## config.mk

```make
export PLATFORM = sky130hd
export DESIGN_NAME = cassette_positioner_fsm
export DESIGN_NICKNAME = d
export VERILOG_FILES = /design/src/rtl/cpos_pkg.sv /design/src/rtl/cpos_ctrl.sv /design/src/rtl/cpos_dpath.sv /design/src/rtl/cassette_positioner_fsm.sv
export SDC_FILE = /design/constraint.sdc
export NUM_CORES = 1
export LEC_CHECK = 0
export BUFFER_PORTS_ARGS = -buffer_cell sky130_fd_sc_hd__buf_2
export CORE_UTILIZATION = 55
export DETAILED_ROUTE_END_ITERATION = 10
export PLACE_DENSITY = 0.82
export SKIP_CTS_REPAIR_TIMING = 1
export SYNTH_ARGS = -nofsm -noshare
export SYNTH_HDL_FRONTEND = slang
export SYNTH_SLANG_ARGS = --single-unit
```

## constraint.sdc

```tcl
create_clock -name i_clk -period 15.65 [get_ports i_clk]
set_input_delay 0.7825 -clock i_clk [delete_from_list [all_inputs] [get_ports i_clk]]
set_output_delay 0.7825 -clock i_clk [all_outputs]
set_load 0.01 [all_outputs]
```

## src/rtl/cpos_pkg.sv

```systemverilog
// ----------------------------------------------------------------------------
// cpos_pkg
// Shared types, codes and constants of the cassette positioner.
// ----------------------------------------------------------------------------
package cpos_pkg;

    localparam int NUM_SLOTS = 64;
    localparam int SLOT_W    = (NUM_SLOTS > 2) ? $clog2(NUM_SLOTS) : 1;
    localparam int CELL_W    = 6;
    localparam int STEP_W    = 7;
    localparam int TICK_W    = 16;
    localparam int PROD_W    = CELL_W + STEP_W;
    localparam int CNT_W     = $clog2(SLOT_W + 1);

    localparam logic [TICK_W-1:0] TICK_MAX = {TICK_W{1'b1}};

    localparam logic REG_CELL_STEP = 1'b0;
    localparam logic REG_TIMEOUT   = 1'b1;

    typedef enum logic [2:0] {
        OP_GOTO    = 3'd0,
        OP_TICK    = 3'd1,
        OP_SNS_ON  = 3'd2,
        OP_SNS_OFF = 3'd3,
        OP_STOPPED = 3'd4,
        OP_KEY     = 3'd5,
        OP_FORGET  = 3'd6,
        OP_UNUSED  = 3'd7
    } t_op;

    typedef enum logic [1:0] {
        EV_ZERO     = 2'd0,
        EV_CELL     = 2'd1,
        EV_STOP_KEY = 2'd2,
        EV_OTHER    = 2'd3
    } t_evt;

    typedef enum logic [2:0] {
        MC_NONE  = 3'd0,
        MC_FWD   = 3'd1,
        MC_BACK  = 3'd2,
        MC_DECEL = 3'd3,
        MC_STOP  = 3'd4
    } t_motor;

    typedef enum logic [2:0] {
        ST_BUSY    = 3'd0,
        ST_DONE    = 3'd1,
        ST_TIMEOUT = 3'd2,
        ST_BREAK   = 3'd3,
        ST_REJECT  = 3'd4
    } t_status;

    typedef enum logic [5:0] {
        PH_IDLE      = 6'b000001,
        PH_ZERO_ON   = 6'b000010,
        PH_ZERO_OFF  = 6'b000100,
        PH_CELL_OFF  = 6'b001000,
        PH_CELL_ON   = 6'b010000,
        PH_MOTOR_OFF = 6'b100000
    } t_phase;

    typedef enum logic [3:0] {
        CS_IDLE  = 4'b0001,
        CS_APPLY = 4'b0010,
        CS_DIV   = 4'b0100,
        CS_OUT   = 4'b1000
    } t_cstate;

    typedef struct packed {
        logic load;
        logic apply;
        logic div_step;
        logic out_load;
    } t_cmd;

    typedef struct packed {
        logic div_done;
    } t_sts;

endpackage

```

## src/rtl/cpos_ctrl.sv

```systemverilog
// ----------------------------------------------------------------------------
// cpos_ctrl
// Sequencer: latch a transfer, apply it, run the divider, load the result.
// ----------------------------------------------------------------------------
module cpos_ctrl (
    input  logic          i_clk,
    input  logic          i_rst_n,
    input  logic          i_in_valid,
    output logic          o_in_stall,
    output logic          o_out_valid,
    input  logic          i_out_stall,
    input  cpos_pkg::t_sts i_sts,
    output cpos_pkg::t_cmd o_cmd
);
    import cpos_pkg::*;

    t_cstate r_state, n_state;
    logic    r_out_valid, n_out_valid;
    logic    out_free;

    assign out_free    = !r_out_valid || !i_out_stall;
    assign o_in_stall  = (r_state != CS_IDLE);
    assign o_out_valid = r_out_valid;

    always_comb begin
        n_state        = r_state;
        o_cmd          = '0;
        n_out_valid    = r_out_valid && i_out_stall;
        unique case (r_state)
            CS_IDLE: begin
                if (i_in_valid) begin
                    o_cmd.load = 1'b1;
                    n_state    = CS_APPLY;
                end
            end
            CS_APPLY: begin
                o_cmd.apply = 1'b1;
                n_state     = CS_DIV;
            end
            CS_DIV: begin
                if (i_sts.div_done) begin
                    n_state = CS_OUT;
                end else begin
                    o_cmd.div_step = 1'b1;
                end
            end
            CS_OUT: begin
                if (out_free) begin
                    o_cmd.out_load = 1'b1;
                    n_out_valid    = 1'b1;
                    n_state        = CS_IDLE;
                end
            end
            default: begin
                n_state = CS_IDLE;
            end
        endcase
    end

    always_ff @(posedge i_clk) begin
        if (!i_rst_n) begin
            r_state     <= CS_IDLE;
            r_out_valid <= 1'b0;
        end else begin
            r_state     <= n_state;
            r_out_valid <= n_out_valid;
        end
    end

    a_state_onehot: assert property (@(posedge i_clk) disable iff (!i_rst_n)
        $onehot(r_state))
        else $error("controller state not one-hot");

    a_accept_apply: assert property (@(posedge i_clk) disable iff (!i_rst_n)
        (i_in_valid && !o_in_stall) |=> (r_state == CS_APPLY))
        else $error("accepted transfer not applied next cycle");

    a_no_overwrite: assert property (@(posedge i_clk) disable iff (!i_rst_n)
        o_cmd.out_load |-> (!r_out_valid || !i_out_stall))
        else $error("pending result overwritten");

    a_div_to_out: assert property (@(posedge i_clk) disable iff (!i_rst_n)
        (r_state == CS_DIV && i_sts.div_done) |=> (r_state == CS_OUT))
        else $error("divider finish not followed by result load");

endmodule

```

## src/rtl/cpos_dpath.sv

```systemverilog
// ----------------------------------------------------------------------------
// cpos_dpath
// Positioner state, event update and restoring divider for the cell index.
// ----------------------------------------------------------------------------
module cpos_dpath (
    input  logic                          i_clk,
    input  logic                          i_rst_n,
    input  cpos_pkg::t_cmd                i_cmd,
    output cpos_pkg::t_sts                o_sts,
    input  logic [cpos_pkg::STEP_W-1:0]   i_cell_step,
    input  logic [cpos_pkg::TICK_W-1:0]   i_timeout_ticks,
    input  logic [2:0]                    i_op,
    input  logic [5:0]                    i_target_cell,
    input  logic [1:0]                    i_event_code,
    input  logic                          i_zero_sensor_level,
    input  logic                          i_cell_sensor_level,
    output logic [2:0]                    o_motor_cmd,
    output logic [2:0]                    o_status,
    output logic                          o_position_known,
    output logic [5:0]                    o_cell_index
);
    import cpos_pkg::*;

    // latched transfer
    t_op               r_op;
    logic [CELL_W-1:0] r_cell;
    t_evt              r_evt;
    logic              r_zero_lit;
    logic              r_cell_lit;

    // positioner state
    t_phase            r_phase, n_phase;
    logic [SLOT_W-1:0] r_slot, n_slot;
    logic              r_valid, n_valid;
    logic [SLOT_W-1:0] r_target, n_target;
    logic              r_fwd, n_fwd;
    logic [TICK_W-1:0] r_elapsed, n_elapsed;

    // pending result
    t_motor            r_motor, n_motor;
    t_status           r_status, n_status;

    // divider
    logic [STEP_W-1:0] r_rem;
    logic [SLOT_W-1:0] r_quo;
    logic [CNT_W-1:0]  r_cnt;
    logic [STEP_W:0]   div_shift;
    logic              div_ge;

    logic [STEP_W-1:0] eff_step;
    logic [PROD_W-1:0] dst;
    logic [SLOT_W-1:0] dst_slot;
    logic              dst_bad;
    logic              stat_set;
    logic [CELL_W+SLOT_W-1:0] quo_ext;

    assign eff_step = (i_cell_step == '0) ? STEP_W'(1) : i_cell_step;
    assign dst      = PROD_W'(r_cell) * PROD_W'(eff_step);
    assign dst_slot = dst[SLOT_W-1:0];
    assign dst_bad  = (dst >= PROD_W'(NUM_SLOTS)) || (r_valid && (dst_slot == r_slot));

    always_comb begin
        n_phase   = r_phase;
        n_slot    = r_slot;
        n_valid   = r_valid;
        n_target  = r_target;
        n_fwd     = r_fwd;
        n_elapsed = r_elapsed;
        n_motor   = MC_NONE;
        n_status  = ST_BUSY;
        stat_set  = 1'b0;
        unique case (r_op)
            OP_GOTO: begin
                if (dst_bad) begin
                    n_status = ST_REJECT;
                    stat_set = 1'b1;
                end else begin
                    n_target = dst_slot;
                    if (!r_valid || dst_slot == '0) begin
                        n_fwd   = !r_zero_lit;
                        n_phase = r_zero_lit ? PH_ZERO_OFF : PH_ZERO_ON;
                    end else begin
                        n_phase = r_cell_lit ? PH_CELL_OFF : PH_CELL_ON;
                        n_fwd   = (dst_slot > r_slot);
                    end
                    n_motor   = n_fwd ? MC_FWD : MC_BACK;
                    n_elapsed = '0;
                end
            end
            OP_TICK: begin
                if (r_phase != PH_IDLE) begin
                    if (r_elapsed != TICK_MAX) begin
                        n_elapsed = r_elapsed + TICK_W'(1);
                    end
                    if (n_elapsed >= i_timeout_ticks) begin
                        n_motor  = MC_STOP;
                        n_valid  = 1'b0;
                        n_slot   = '0;
                        n_phase  = PH_IDLE;
                        n_status = ST_TIMEOUT;
                        stat_set = 1'b1;
                    end
                end
            end
            OP_SNS_ON: begin
                if (r_evt == EV_ZERO && r_phase == PH_ZERO_ON) begin
                    n_elapsed = '0;
                    n_motor   = MC_DECEL;
                end else if (r_evt == EV_CELL && r_phase == PH_CELL_ON) begin
                    n_phase = PH_MOTOR_OFF;
                    if (r_fwd) begin
                        if (r_slot < SLOT_W'(NUM_SLOTS - 1)) begin
                            n_slot = r_slot + SLOT_W'(1);
                        end
                        if (n_slot >= r_target) begin
                            n_motor = MC_DECEL;
                        end else begin
                            n_phase = PH_CELL_OFF;
                        end
                    end else begin
                        if (r_slot != '0) begin
                            n_slot = r_slot - SLOT_W'(1);
                        end
                        if (n_slot <= r_target) begin
                            n_motor = MC_DECEL;
                        end else begin
                            n_phase = PH_CELL_OFF;
                        end
                    end
                end
            end
            OP_SNS_OFF: begin
                if (r_evt == EV_CELL && r_phase == PH_CELL_OFF) begin
                    n_phase = PH_CELL_ON;
                end else if (r_evt == EV_ZERO && r_phase == PH_ZERO_OFF) begin
                    n_elapsed = '0;
                    n_motor   = MC_DECEL;
                end
            end
            OP_STOPPED: begin
                if (r_phase == PH_ZERO_ON) begin
                    n_slot  = '0;
                    n_valid = 1'b1;
                    if (r_target != '0) begin
                        n_phase   = r_cell_lit ? PH_CELL_OFF : PH_CELL_ON;
                        n_fwd     = 1'b1;
                        n_motor   = MC_FWD;
                        n_elapsed = '0;
                    end else begin
                        n_phase = PH_IDLE;
                    end
                end else if (r_phase == PH_ZERO_OFF) begin
                    n_fwd     = 1'b1;
                    n_phase   = PH_ZERO_ON;
                    n_motor   = MC_FWD;
                    n_elapsed = '0;
                end else begin
                    n_phase = PH_IDLE;
                end
            end
            OP_KEY: begin
                if (r_evt == EV_STOP_KEY) begin
                    n_motor  = MC_STOP;
                    n_valid  = 1'b0;
                    n_slot   = '0;
                    n_phase  = PH_IDLE;
                    n_status = ST_BREAK;
                    stat_set = 1'b1;
                end
            end
            OP_FORGET: begin
                n_valid = 1'b0;
                n_slot  = '0;
            end
            default: begin
            end
        endcase
        if (!stat_set) begin
            n_status = (n_phase == PH_IDLE) ? ST_DONE : ST_BUSY;
        end
    end

    always_ff @(posedge i_clk) begin
        if (!i_rst_n) begin
            r_phase   <= PH_IDLE;
            r_slot    <= '0;
            r_valid   <= 1'b0;
            r_target  <= '0;
            r_fwd     <= 1'b1;
            r_elapsed <= '0;
        end else if (i_cmd.apply) begin
            r_phase   <= n_phase;
            r_slot    <= n_slot;
            r_valid   <= n_valid;
            r_target  <= n_target;
            r_fwd     <= n_fwd;
            r_elapsed <= n_elapsed;
        end
    end

    always_ff @(posedge i_clk) begin
        if (i_cmd.load) begin
            r_op       <= t_op'(i_op);
            r_cell     <= i_target_cell;
            r_evt      <= t_evt'(i_event_code);
            r_zero_lit <= i_zero_sensor_level;
            r_cell_lit <= i_cell_sensor_level;
        end
        if (i_cmd.apply) begin
            r_motor  <= n_motor;
            r_status <= n_status;
        end
    end

    // restoring division of the slot by the effective cell step
    assign div_shift = {r_rem, r_quo[SLOT_W-1]};
    assign div_ge    = (div_shift >= {1'b0, eff_step});

    always_ff @(posedge i_clk) begin
        if (!i_rst_n) begin
            r_cnt <= '0;
        end else if (i_cmd.apply) begin
            r_cnt <= '0;
        end else if (i_cmd.div_step) begin
            r_cnt <= r_cnt + CNT_W'(1);
        end
    end

    always_ff @(posedge i_clk) begin
        if (i_cmd.apply) begin
            r_rem <= '0;
            r_quo <= n_slot;
        end else if (i_cmd.div_step) begin
            r_rem <= div_ge ? STEP_W'(div_shift - {1'b0, eff_step}) : div_shift[STEP_W-1:0];
            r_quo <= SLOT_W'({r_quo, div_ge});
        end
    end

    assign o_sts.div_done = (r_cnt == CNT_W'(SLOT_W));
    assign quo_ext        = {{CELL_W{1'b0}}, r_quo};

    always_ff @(posedge i_clk) begin
        if (i_cmd.out_load) begin
            o_motor_cmd      <= r_motor;
            o_status         <= r_status;
            o_position_known <= r_valid;
            o_cell_index     <= r_valid ? quo_ext[CELL_W-1:0] : '0;
        end
    end

endmodule

```

## src/rtl/cassette_positioner_fsm.sv

```systemverilog
// ----------------------------------------------------------------------------
// cassette_positioner_fsm
// Rotary cassette positioner: event sequencer with register port.
// ----------------------------------------------------------------------------
// Each accepted event yields exactly one result transfer. An event is latched,
// applied to the positioner state in the next cycle, and the cell index is
// then formed by a restoring divider that retires one quotient bit per cycle
// (log2 of the slot count, six bits for 64 slots). The input stalls from
// acceptance until the result register is loaded, which waits for a free
// output, so the block takes no new event before that result is loaded.
// The result register lets a new event enter while a result waits. Register 0
// (byte address 0) is the cell step, register 1 (byte address 4) the timeout
// in ticks; write them only while no event is in flight.
// ----------------------------------------------------------------------------
module cassette_positioner_fsm (
    input  logic        i_clk,
    input  logic        i_rst_n,
    input  logic        i_in_valid,
    output logic        o_in_stall,
    input  logic [2:0]  i_op,
    input  logic [5:0]  i_target_cell,
    input  logic [1:0]  i_event_code,
    input  logic        i_zero_sensor_level,
    input  logic        i_cell_sensor_level,
    output logic        o_out_valid,
    input  logic        i_out_stall,
    output logic [2:0]  o_motor_cmd,
    output logic [2:0]  o_status,
    output logic        o_position_known,
    output logic [5:0]  o_cell_index,
    input  logic        psel,
    input  logic        penable,
    input  logic        pwrite,
    input  logic [2:0]  paddr,
    input  logic [31:0] pwdata,
    output logic [31:0] prdata,
    output logic        pready
);
    import cpos_pkg::*;

    logic [STEP_W-1:0] r_cell_step;
    logic [TICK_W-1:0] r_timeout;
    logic              cfg_wr;
    t_cmd              cmd;
    t_sts              sts;

    assign pready = 1'b1;
    assign cfg_wr = psel && penable && pwrite && pready;

    always_ff @(posedge i_clk) begin
        if (!i_rst_n) begin
            r_cell_step <= STEP_W'(1);
            r_timeout   <= TICK_W'(5000);
        end else if (cfg_wr) begin
            if (paddr[2] == REG_CELL_STEP) begin
                r_cell_step <= pwdata[STEP_W-1:0];
            end else begin
                r_timeout <= pwdata[TICK_W-1:0];
            end
        end
    end

    always_comb begin
        if (paddr[2] == REG_TIMEOUT) begin
            prdata = {{(32-TICK_W){1'b0}}, r_timeout};
        end else begin
            prdata = {{(32-STEP_W){1'b0}}, r_cell_step};
        end
    end

    cpos_ctrl u_ctrl (
        .i_clk       (i_clk),
        .i_rst_n     (i_rst_n),
        .i_in_valid  (i_in_valid),
        .o_in_stall  (o_in_stall),
        .o_out_valid (o_out_valid),
        .i_out_stall (i_out_stall),
        .i_sts       (sts),
        .o_cmd       (cmd)
    );

    cpos_dpath u_dpath (
        .i_clk               (i_clk),
        .i_rst_n             (i_rst_n),
        .i_cmd               (cmd),
        .o_sts               (sts),
        .i_cell_step         (r_cell_step),
        .i_timeout_ticks     (r_timeout),
        .i_op                (i_op),
        .i_target_cell       (i_target_cell),
        .i_event_code        (i_event_code),
        .i_zero_sensor_level (i_zero_sensor_level),
        .i_cell_sensor_level (i_cell_sensor_level),
        .o_motor_cmd         (o_motor_cmd),
        .o_status            (o_status),
        .o_position_known    (o_position_known),
        .o_cell_index        (o_cell_index)
    );

endmodule

```

# --- Yosys cells after proc, flatten, opt, wreduce, memory -nomap -nowiden ---
# Index checks and enable logic that the tools add are counted.
word_totals:
  reg_bits: 112
  wordCells: 214
  out_inout_bits: 48
op_classes:
  add_sub_neg: 5
  eq_ne: 35
  n_bitwise: 3
  n_lt_le_gt_ge: 7
  n_mux: 106
  n_mul: 1
  n_reduce_logical: 33
ops:
  columns: ["operator", "n"]
  rows:
  - ["16-bit 2-to-1 mux", 12]
  - ["6-bit 2-to-1 mux", 32]
  - ["16-bit one-hot mux with 5 select lines", 1]
  - ["3-bit 2-to-1 mux", 13]
  - ["6-bit one-hot mux with 6 select lines", 1]
  - ["6-bit one-hot mux with 5 select lines", 1]
  - ["1-bit 2-to-1 mux", 27]
  - ["3-bit one-hot mux with 6 select lines", 1]
  - ["16-bit by 1-bit adder with 16-bit output, second input constant", 1]
  - ["16-bit >= comparator", 1]
  - ["16-bit != test, second input constant", 1]
  - ["4-bit one-hot mux with 4 select lines", 1]
  - ["2-bit 2-to-1 mux", 7]
  - ["7-bit 2-to-1 mux", 2]
  - ["2-bit by 1-bit != test with 1-bit output, second input constant", 7]
  - ["13-bit by 7-bit >= comparator with 1-bit output, second input constant", 1]
  - ["6-bit by 7-bit multiplier with 13-bit output", 1]
  - ["3-bit == test, second input constant", 4]
  - ["4-bit 2-to-1 mux", 3]
  - ["6-bit nonzero test", 2]
  - ["3-bit one-hot mux with 3 select lines", 1]
  - ["9-bit AND reduction", 1]
  - ["8-bit by 7-bit >= comparator with 1-bit output", 1]
  - ["1-bit logical AND", 8]
  - ["other kinds (46)", 60]

# --- Logic depth before layout (Yosys ltp) ---
# Gate-level depths: netlist (run 1).
depth:
  ltp_word: 15
  depth_mapped: 21
  mapped_depth_nobuf: 18

# --- By module ---
# A second synthesis (run 1) with hierarchy kept.
unflattened:
  hier_cells: 973
  area_unflattened_um2: 8433.1
modules_own_cells:
  columns: ["module", "instances", "area_each_um2", "seq_area_each_um2", "cells_per_inst"]
  rows:
  - ["cpos_dpath", 1, 6896.6, 2062.0, 807]
  - ["cassette_positioner_fsm", 1, 1239.9, 460.4, 133]
  - ["cpos_ctrl", 1, 296.5, 100.1, 33]

# --- Worst setup path after synthesis (run 1) ---
# OpenSTA, ideal clock, no wires.
synth_path:
  path_kind: "register to register"
  from: "reg r_cell_step[3]"
  to: "reg u_dpath.r_status[0], data pin"
  slack_ns: 10.093
  stages_incl_launch_ff: 21
  n_path_buf: 2
  required_ns: 15.485
  arrival_ns: 5.393
  setup_ns: 0.165
  path_cell_list: "dfxtp_1 -> clkbuf_1 -> nor4_1 -> a31o_2 -> and2_1 -> fa_1 -> fa_1 -> inv_1 -> fa_1 -> inv_1 -> ha_1 -> xnor2_1 -> ha_1 -> and4_1 -> a41oi_1 -> nand4_1 -> or4_4 -> buf_6 -> o311a_1 -> a221o_1 -> o31ai_2"
synth_via:
  elab_chain_len: 11
  elab_cells_between_ends: 17
  cone_classes: "1 x mul; 1 x order compare; 2 x eq/ne; 8 x mux; 5 x reduce/logical"
synth_lines:
  columns: ["element", "line", "source"]
  rows:
  - ["start: declaration", "cassette_positioner_fsm.sv:41", "logic [STEP_W-1:0] r_cell_step;"]
  - ["start signal: assignment", "cassette_positioner_fsm.sv:56", "r_cell_step <= pwdata[STEP_W-1:0];"]
  - ["7-bit logical NOT", "cpos_dpath.sv:57", "assign eff_step = (i_cell_step == '0) ? STEP_W'(1) : i_cell_step;"]
  - ["7-bit 2-to-1 mux *", "cpos_dpath.sv:57", null]
  - ["6-bit by 7-bit multiplier with 13-bit output *", "cpos_dpath.sv:58", "assign dst = PROD_W'(r_cell) * PROD_W'(eff_step);"]
  - ["net u_dpath.dst[5]", "cpos_dpath.sv:51", "logic [PROD_W-1:0] dst;"]
  - ["branches (longest 7 deep; another with 13-bit by 7-bit >= comparator with 1-bit output)", null, null]
  - ["3-bit 2-to-1 mux *", "cpos_dpath.sv:178", "if (!stat_set) begin"]
  - ["net u_dpath.n_status[0]", "cpos_dpath.sv:41", "t_status r_status, n_status;"]
  - ["end signal: assignment", "cpos_dpath.sv:211", "r_status <= n_status;"]
  - ["end: declaration", "cpos_dpath.sv:41", null]
# Mark *: on every way through the listed nets, which the timed path passes.
# A chain may end at the register's enable or synchronous reset.

# --- Worst setup path after layout (run 1) ---
layout_path:
  from: "reg r_cell_step[1]"
  to: "reg u_dpath.r_elapsed[9]"
layout_via:
  elab_chain_len: 8
  elab_cells_between_ends: 9
  cone_classes: "1 x mul; 1 x order compare; 2 x eq/ne; 1 x mux; 4 x reduce/logical"
layout_lines:
  columns: ["element", "line", "source"]
  rows:
  - ["7-bit logical NOT", "cpos_dpath.sv:57", null]
  - ["7-bit 2-to-1 mux *", "cpos_dpath.sv:57", null]
  - ["6-bit by 7-bit multiplier with 13-bit output *", "cpos_dpath.sv:58", null]
  - ["net u_dpath.dst[5]", "cpos_dpath.sv:51", null]
  - ["branches (longest 2 deep; another with 13-bit by 7-bit >= comparator with 1-bit output)", null, null]
  - ["1-bit logical OR *", "cpos_dpath.sv:60", "assign dst_bad = (dst >= PROD_W'(NUM_SLOTS)) || (r_valid && (dst_slot == r_slot));"]
  - ["2-bit != test (no line) *", null, null]
  - ["9-bit AND reduction (no line) *", null, null]
  - ["end signal: assignment", "cpos_dpath.sv:197", "r_elapsed <= n_elapsed;"]
  - ["end: declaration", "cpos_dpath.sv:37", "logic [TICK_W-1:0] r_elapsed, n_elapsed;"]
# Marks and branches as above.

==> results.cfg, run 1 <==
[status]
status = completed

[grt]
grt_pass1_wl_um = 31240
grt-ovfl-total = 0
use_met2 = 0.4059
grt_max_degree = 50
busiest_layer = met2
grt_use_met3 = 0.04612
antenna_found_initial = 0
grt_pass1_vias = 6750
track_usage = 0.2464
grtUsageMet1 = 0.3185

[synth]
syn_area_per_cell_um2 = 8.324
synth-main-ff-cell = dfxtp_1
synth_area_mm2 = 0.008215
synth_common_cells = nand2_1 (121), a21oi_1 (84), inv_1 (81), nor2_1 (76), dfxtp_1 (74)
synth_area_leaders = dfxtp_1 (18%), edfxtp_1 (14%), ha_1 (10%)
yosysMostFrequentCell = nand2_1
ys_warn_count = 0
synth_cell_types = 70
synth_seq_area_share = 0.3192
synth_top_area_cell = dfxtp_1
synth-seq-cells = 112
synthArstFlopShare = 0
synthCells = 987
synth_edf_count = 38
synth_top_area_frac = 0.1803

[cells_and_area]
register_area_mm2 = 0.002623
drive_gt1_frac = 0.1055
n_antenna_cell = 0
fill_cells = 1306
utilization = 0.6100
stdcell_area_mm2 = 0.008866
area_growth_pct = 7.920
multi_input_area_mm2 = 0.005055
final_nets = 1173

[worst_setup_path]
ff2ff_path_depth = 18
worstReg2RegEnd = u_dpath.r_elapsed[9]
crit_required_ns = 15.90
crit_type = register to register
r2r-start = r_cell_step[1]
critPathLaunchType = register
critPathMaxFanout = 15
r2r_setup_slack_ns = 9.16
crit_path_end_kind = register
critPathLaunch = r_cell_step[1]
critical_path_arrival_ns = 6.73

[clock_tree]
cts_tree = yes
h-tree-depth = 3
clk_latency_ns = 0.36
clk_path_buf_depth = 2
path_clk_slew_ns = 0.07
root_buffer = clkbuf_16
cts_made_buffers = 9
cts.sinks = 112

[pwr]
pwr_density_cell_mw_per_mm2 = 76.70
leakage_nw = 3.821
max-vdd-ir-drop_v = 0.00009699
total_power_mw = 0.6800

[die]
placementRows = 44
die_area_mm2 = 0.01543
fp.dieH_um = 124.2
core_mm2 = 0.01453
die_width_um = 124.2
pin_count = 103
start_util = 0.5653

[hold_path]
min_from = u_dpath.r_motor[0]
min_path_cells = 0
min_path_type = register to register
holdPathEnd = u_dpath.o_motor_cmd[0]

[drt]
post-route-drc-count = 0
first_pass_iters = 5
via_per_inst = 5.940
vias = 7229
first_iter_violations = 514
drtAntennaViolNets = 0
totalWireLength_um = 18980
routedWlPerCell_um = 15.60

[timing]
fin_crit_sh = 0.4144
layout_setup_ws_ns = 9.165
setup_viol = 0
relSlewSlack = 0.3084
fmax_mhz = 154.2
rsz0062_at_grt = no
fin_skew_ns = 0.01080
hold_viol = 0
layout_min_cycle_time_ns = 6.485
setup_tns_ns = 0
worstMarginPinSlew_ns = 1.037
maxSlewViolCount = 0

[place]
io_buffers = 67
place_area_mm2 = 0.008592
gp_congestion = 0.9293
hpwl_um = 14260
place_ws_ns = 9.212

[job]
cap_violations = 0
## flip-flops by register name, summed over array words and instances, names as in the netlist, 4 cells and up
| signal | cells |
|---|---|
| u_dpath.r_slot | 6 |
| u_ctrl.r_state | 4 |
| u_dpath.r_target | 6 |
| u_dpath.r_phase | 6 |
| u_dpath.r_rem | 7 |
| u_dpath.r_elapsed | 16 |
| u_dpath.r_cell | 6 |
| u_dpath.r_quo | 6 |
| r_timeout | 16 |
| u_dpath.o_cell_index | 6 |
| r_cell_step | 7 |
## worst max path at each step
stage / end / slack, ns / cells after the start
after global placement: u_dpath.r_elapsed[9] / 9.32 / 18
after detailed placement: u_dpath.r_elapsed[9] / 9.21 / 18
after CTS: u_dpath.r_elapsed[9] / 9.22 / 18
final: u_dpath.r_elapsed[9] / 9.16 / 18
after global routing: u_dpath.r_elapsed[9] / 8.90 / 18
after floorplan: u_dpath.r_status[0] / 10.09 / 20
## metrics by stage
stage | hold WS (ns) | std cells
global route | 0.4319 | 1217
CTS | 0.4243 | 1217
floorplan | 0.4003 | 1002
global placement | 0.4007 | 1201
finish | 0.4233 | 1217
detailed placement | 0.4071 | 1201
## per-layer routing
metal  up-vias  wire length, um  part of all wire
met5         -                0                 0
met3        51             1213             0.064
met2       292             8936              0.47
met1      3380             8213              0.43
met4         0              620             0.033
li1       3506                -                 -
## layout make-up
class / count / share of cell area
clock buffer: 10 / 0.02583
multi-input combinational: 751 / 0.5701
tap: 184 / 0.02597
sequential: 112 / 0.2958
timing repair buffer: 73 / 0.04290
clock inverter: 6 / 0.005080
inverter: 81 / 0.03429
## report_power, final
part	total, mW	switching, mW	internal (mW)	leakage [nW]
Clock	0.216	0.107	0.109	0.135
Combinational	0.135	0.0828	0.0525	2.73
Sequential	0.329	0.0149	0.314	0.957
Total	0.680	0.205	0.475	3.82
## cell families (layout without fill, tap and decap cells)
| family | Yosys count | count (layout) | share of synthesized area |
|---|---|---|---|
| AOI/OAI and AO/OA | 219 | 219 | 0.1680 |
| xor gates and xnor gates | 23 | 23 | 0.02452 |
| adders and majority gates | 90 | 90 | 0.1572 |
| buffers and inverters | 139 | 170 | 0.07234 |
| DFF | 112 | 112 | 0.3192 |
| muxes | 25 | 25 | 0.03168 |
| other | 2 | 17 | 0.0009141 |
| and+or+nand+nor | 377 | 377 | 0.2262 |
## critical path, stage by stage, from the launching register on
cell,delay [ns]
dfxtp_1,0.51
nor4_1,0.12
a31o_2,0.32
and2_1,0.19
fa_1,0.51
fa_1,0.54
inv_1,0.06
fa_1,0.54
inv_1,0.05
ha_1,0.34
xnor2_1,0.32
ha_1,0.31
and4_1,0.23
a41oi_1,0.27
nand4_1,0.13
or4_4,0.57
a211oi_2,0.89
o21ai_1,0.18
a32o_1,0.30
## cell usage in the layout, fill, tap and decap left out, types with 6 or more instances in the layout
master,instances
ha_1,68
nor2_1,76
nor2b_1,6
clkbuf_16,9
o21a_1,7
fa_1,22
xnor2_1,20
conb_1,17
nand3_1,43
buf_4,6
o2111ai_1,6
o211ai_1,9
and2_1,43
o21ai_0,42
edfxtp_1,38
mux2i_1,17
inv_1,81
mux2_2,8
a21o_1,12
nand2_1,121
and4_1,7
buf_2,67
dfxtp_1,74
a21oi_1,84
nand4_1,10
a211oi_1,7
nor4_1,9
nand2b_1,12
nor3_1,14
o21ai_1,7
(Power assumes the default switching activity.)
==> inputs of run 2 (changes only) <==
==> constraint.sdc (replaced) <==
create_clock -name i_clk -period 6.2 [get_ports i_clk]
set_input_delay 0.31 -clock i_clk [delete_from_list [all_inputs] [get_ports i_clk]]
set_output_delay 0.31 -clock i_clk [all_outputs]
set_load 0.01 [all_outputs]
==> run 2 against run 1 <==
Setup slack got worse by 8.9 ns. Worst hold slack got worse by 0.30 ns. Register-to-register slack got worse by 8.9 ns. Combinational power increased to 2.6 times the previous value. Sequential power increased to 2.5 times the previous value. Clock-buffer cell count decreased by 1. Clock power increased to 2.9 times the previous value. Largest power group unchanged. First-iteration DRC count increased by 27%. Cell count increased by 0.58%. Clock skew increased by 0.0011 ns. Largest cell class unchanged. Fmax increased by 8.9%. Sequential share of layout area decreased by 0.35 points.
==> results.cfg, run 2 (synthesis results as in run 1) <==
[die]
placementRows = 44
die_area_mm2 = 0.01543
core_mm2 = 0.01453
pin_count = 103
start_util = 0.5653
die_width_um = 124.2
fp.dieH_um = 124.2

[worst_setup_path]
worstSetupPathDepth = 18
crit_family = adder cells
critPathMaxFanout = 15
r2r-start = r_cell_step[6]
crit_path_top_delay_cell = or4_4
critPathLaunchType = register
path_cells = inv_1 -> a31o_2 -> and2_1 -> fa_1 -> fa_1 -> inv_1 -> fa_1 -> inv_1 -> ha_1 -> xnor2_2 -> ha_1 -> and4_1 -> a41oi_1 -> nand4_1 -> or4_4 -> o311ai_0 -> o2111ai_1 -> o31ai_2
critical_path_arrival_ns = 6.14
crit_end = u_dpath.r_status[0]
crit_type = register to register
worstReg2RegEnd = u_dpath.r_status[0]
ff2ff_path_depth = 18
r2r_setup_slack_ns = 0.24
critPathLaunch = r_cell_step[6]
crit_required_ns = 6.38
crit_path_end_kind = register
slowest_delay_ns = 0.57
crit_buf_inv = 3

[pwr]
leakage_nw = 3.883
max-vdd-ir-drop_v = 0.0002185
pwr_density_cell_mw_per_mm2 = 201.7

[job]
cap_violations = 0

[clock_tree]
root_buffer = clkbuf_16
cts_tree = yes
path_clk_slew_ns = 0.08
clk_latency_ns = 0.36
h-tree-depth = 3
cts_made_buffers = 9
clk_path_buf_depth = 2
cts.sinks = 112

[timing]
layout_min_cycle_time_ns = 5.955
maxSlewViolCount = 0
layout_setup_ws_ns = 0.2447
fin_skew_ns = 0.01187
relSlewSlack = 0.2757
fmax_mhz = 167.9
rsz0062_at_grt = no
hold_viol = 0
setup_tns_ns = 0
worstMarginPinSlew_ns = 1.086
setup_viol = 0
fin_crit_sh = 0.9605

[drt]
via_per_inst = 5.886
first_pass_iters = 5
first_iter_violations = 652
routedWlPerCell_um = 15.90
drtAntennaViolNets = 0
post-route-drc-count = 0
totalWireLength_um = 19460
vias = 7204

[cells_and_area]
utilization = 0.6173
stdcell_area_mm2 = 0.008971
final_cell_mix = nand2_1 (121), a21oi_1 (84), inv_1 (81), nor2_1 (76), dfxtp_1 (74)
top_regs = r_timeout: 16 flops, u_dpath.r_elapsed: 16 flops
final_nets = 1180
area_growth_pct = 9.199
finalNonFillerCells = 1224
final_common_cell = nand2_1
n_antenna_cell = 0
drive_gt1_frac = 0.1125

[place]
place_ws_ns = 0.2339
place_area_mm2 = 0.008645
io_buffers = 67
hpwl_um = 14690
dp_cells = 1208
gp_congestion = 0.9431

[grt]
grt-ovfl-total = 0
grt_max_degree = 41
grt_pass1_vias = 6753
antenna_found_initial = 0
track_usage = 0.2535
grt_pass1_wl_um = 32020

[status]
status = completed

[hold_path]
min_path_type = input pin to register
-- run 2: cell type report --
cell class                      instances  area (um2)
Timing Repair Buffer                   80       432.9
Multi-Input combinational cell        751        5062
Sequential cell                       112        2623
Clock buffer                            9       225.2
Inverter                               81       304.0
Tap cell                              184       230.2
Clock inverter                          7       93.84
Fill cell                            1298        5563
-- run 2: metal layers --
layer | GRT usage | share of wire | vias to the layer above
met5 | 0 | 0 | -
met4 | 0.05457 | 0.016 | 0
met3 | 0.05129 | 0.061 | 37
met2 | 0.4391 | 0.49 | 263
met1 | 0.3243 | 0.43 | 3375
li1 | - | - | 3529
-- run 2: power by group --
group / leakage, nW / switching, mW / internal [mW]
Combinational: 2.77 / 0.214 / 0.134
Sequential: 0.957 / 0.0369 / 0.792
Clock: 0.155 / 0.277 / 0.355
-- run 2: worst min path at each step --
stage | start | to | slack, ns | cells past startpoint
final | i_cell_sensor_level | u_dpath.r_cell_lit | 0.12 | 1
after global routing | i_target_cell[2] | u_dpath.r_cell[2] | 0.11 | 1
after CTS | i_target_cell[2] | u_dpath.r_cell[2] | 0.11 | 1
after floorplan | u_dpath.r_motor[0] | u_dpath.o_motor_cmd[0] | 0.40 | 0
after detailed placement | u_dpath.r_motor[2] | u_dpath.o_motor_cmd[2] | 0.41 | 0
after global placement | u_dpath.r_motor[0] | u_dpath.o_motor_cmd[0] | 0.40 | 0
-- run 2: stage by stage --
stage / total power [mW] / hold WS, ns
after global routing: 1.893 / 0.1083
after CTS: 1.814 / 0.1138
final: 1.810 / 0.1206
after global placement: 1.171 / 0.4005
after detailed placement: 1.183 / 0.4098
after floorplan: 1.096 / 0.4003
==> inputs of run 3 (changes only) <==
--- a/config.mk
+++ b/config.mk
@@ -5,6 +5,8 @@
 export SDC_FILE = /design/constraint.sdc
 export NUM_CORES = 1
 export LEC_CHECK = 0
+export ABC_AREA = 1
+export ABC_CLOCK_PERIOD_IN_PS = 6200
 export BUFFER_PORTS_ARGS = -buffer_cell sky130_fd_sc_hd__buf_2
 export CORE_UTILIZATION = 55
 export DETAILED_ROUTE_END_ITERATION = 10
==> run 3 against run 2 <==
Clock power decreased by 2%. Total power increased by 8.2%. Register-to-register slack improved by 0.56 ns. Die area increased by 2.6%. Via count increased by 3.1%. Sequential cell count unchanged. Core utilization increased by 0.16 points. Clock skew decreased by 0.0039 ns. Critical endpoint unchanged. Largest cell class unchanged. Highest routed layer unchanged.
==> results.cfg, run 3 <==
[clock_tree]
cts_made_buffers = 9
clk_path_buf_depth = 2
cts.sinks = 112
root_buffer = clkbuf_16
h-tree-depth = 3
clk_latency_ns = 0.37
cts_tree = yes
path_clk_slew_ns = 0.08

[worst_setup_path]
crit_required_ns = 6.32
crit_buf_inv = 4
critPathMaxFanout = 7
crit_family = adder cells
crit_type = register to register
slowest_delay_ns = 0.54
crit_path_end_kind = register
critPathLaunchType = register
critical_path_arrival_ns = 5.52
crit_path_top_delay_cell = fa_1

[job]
cap_violations = 0

[die]
pin_count = 103
core_mm2 = 0.01475
die_area_mm2 = 0.01583
placementRows = 44
fp.dieH_um = 125.8
die_width_um = 125.8
start_util = 0.5715

[synth]
synth_common_cells = inv_1 (210), nand2_1 (210), a21oi_1 (89), nor2_1 (89), dfxtp_1 (74)
synthMuxAreaShare = 0
synth_top_family_by_area = simple AND/OR/NAND/NOR gates
synth_top_area_cell = dfxtp_1
synth_edf_count = 38
synth_seq_area_share = 0.3110
synth_area_leaders = dfxtp_1 (18%), edfxtp_1 (14%), ha_1 (10%)
synthArstFlopShare = 0
synth_area_mm2 = 0.008432
synth_adder_area_share = 0.1531
syn_area_per_cell_um2 = 7.455
synth-compound-area-share = 0.1600
synth_top_area_frac = 0.1757
synth-seq-cells = 112
synth-main-ff-cell = dfxtp_1
synthCells = 1131
yosys.area_share.simple = 0.2263
synth_xor_area_frac = 0.01870
synth_cell_types = 55
ys_warn_count = 0

[status]
status = completed

[grt]
grt_max_degree = 37
grt-ovfl-total = 0
grt_pass1_vias = 6874
antenna_found_initial = 0
track_usage = 0.2521
grt_pass1_wl_um = 32200

[timing]
relSlewSlack = 0.4125
setup_viol = 0
fin_skew_ns = 0.008005
worstMarginPinSlew_ns = 0.8783
maxSlewViolCount = 0
layout_min_cycle_time_ns = 5.395
fin_crit_sh = 0.8701
fmax_mhz = 185.4
hold_viol = 0
setup_tns_ns = 0
rsz0062_at_grt = no

[place]
hpwl_um = 14740
io_buffers = 67
gp_congestion = 0.9236

[cells_and_area]
area_growth_pct = 8.295
n_antenna_cell = 0
final_cell_mix = inv_1 (210), nand2_1 (210), nor2_1 (89), a21oi_1 (89), dfxtp_1 (74)
top_regs = r_timeout: 16 flops, u_dpath.r_elapsed: 16 flops
drive_gt1_frac = 0.1139
final_nets = 1325

[drt]
first_pass_iters = 6
totalWireLength_um = 19170
via_per_inst = 5.424
first_iter_violations = 586
post-route-drc-count = 0
routedWlPerCell_um = 14.00
vias = 7425
drtAntennaViolNets = 0

[hold_path]
min_path_type = input pin to register

[pwr]
leakage_nw = 4.615
total_power_mw = 1.958
pwr_density_cell_mw_per_mm2 = 214.4
max-vdd-ir-drop_v = 0.0001898
-- run 3: cell families after synthesis --
kind of cell,after synthesis
other,2
flip-flops,112
adder cells (fa/ha/maj),90
AO/OA/AOI/OAI,223
XOR/XNOR,18
AND/OR/NAND/NOR,423
buffers and inverters,263
-- run 3: path summary, 6_finish.rpt --
kind	from	to	slack, ns	depth (start not counted)
setup / recovery	r_cell_step[6]	u_dpath.r_status[0]	0.81	27
setup reg to reg	r_cell_step[6]	u_dpath.r_status[0]	0.81	27
hold reg to reg	u_dpath.r_status[2]	u_dpath.o_status[2]	0.42	0
hold / removal	i_target_cell[4]	u_dpath.r_cell[4]	0.11	1
-- run 3: report_power, final --
group | switching, mW | leakage, nW | total (mW) | internal, mW
Sequential | 0.0435 | 0.944 | 0.851 | 0.808
Clock | 0.284 | 0.162 | 0.623 | 0.339
Combinational | 0.315 | 3.51 | 0.483 | 0.168
Total | 0.643 | 4.61 | 1.96 | 1.32
-- run 3: cell type report --
type                            instances  area, um2
Inverter                              215      812.0
Tap cell                              184      230.2
Fill cell                            1312       5623
Clock inverter                          4      37.54
Clock buffer                           12      289.0
Sequential cell                       112       2623
Timing Repair Buffer                   71      365.4
Multi-Input combinational cell        771       4775
-- run 3: metrics by stage --
step                instance area (um2)  setup slack, ns  hold slack, ns  utilization  cells
detailed placement                 8805           0.8532          0.4045       0.5968   1353
CTS                                9131           0.8355          0.1054       0.6189   1369
finish                             9131           0.8055          0.1106       0.6189   1369
global placement                   8805           0.9035          0.4044       0.5968   1353
floorplan                          8488            1.484          0.4003            -   1146
global route                       9131           0.4775         0.09868       0.6189   1369
-- run 3: routing by layer --
metal | part of all wire | global-route usage | up-vias
li1 | - | - | 3759
met2 | 0.47 | 0.4271 | 245
met3 | 0.058 | 0.04800 | 24
met1 | 0.45 | 0.3289 | 3397
met4 | 0.015 | 0.07016 | 0
met5 | 0 | 0 | -
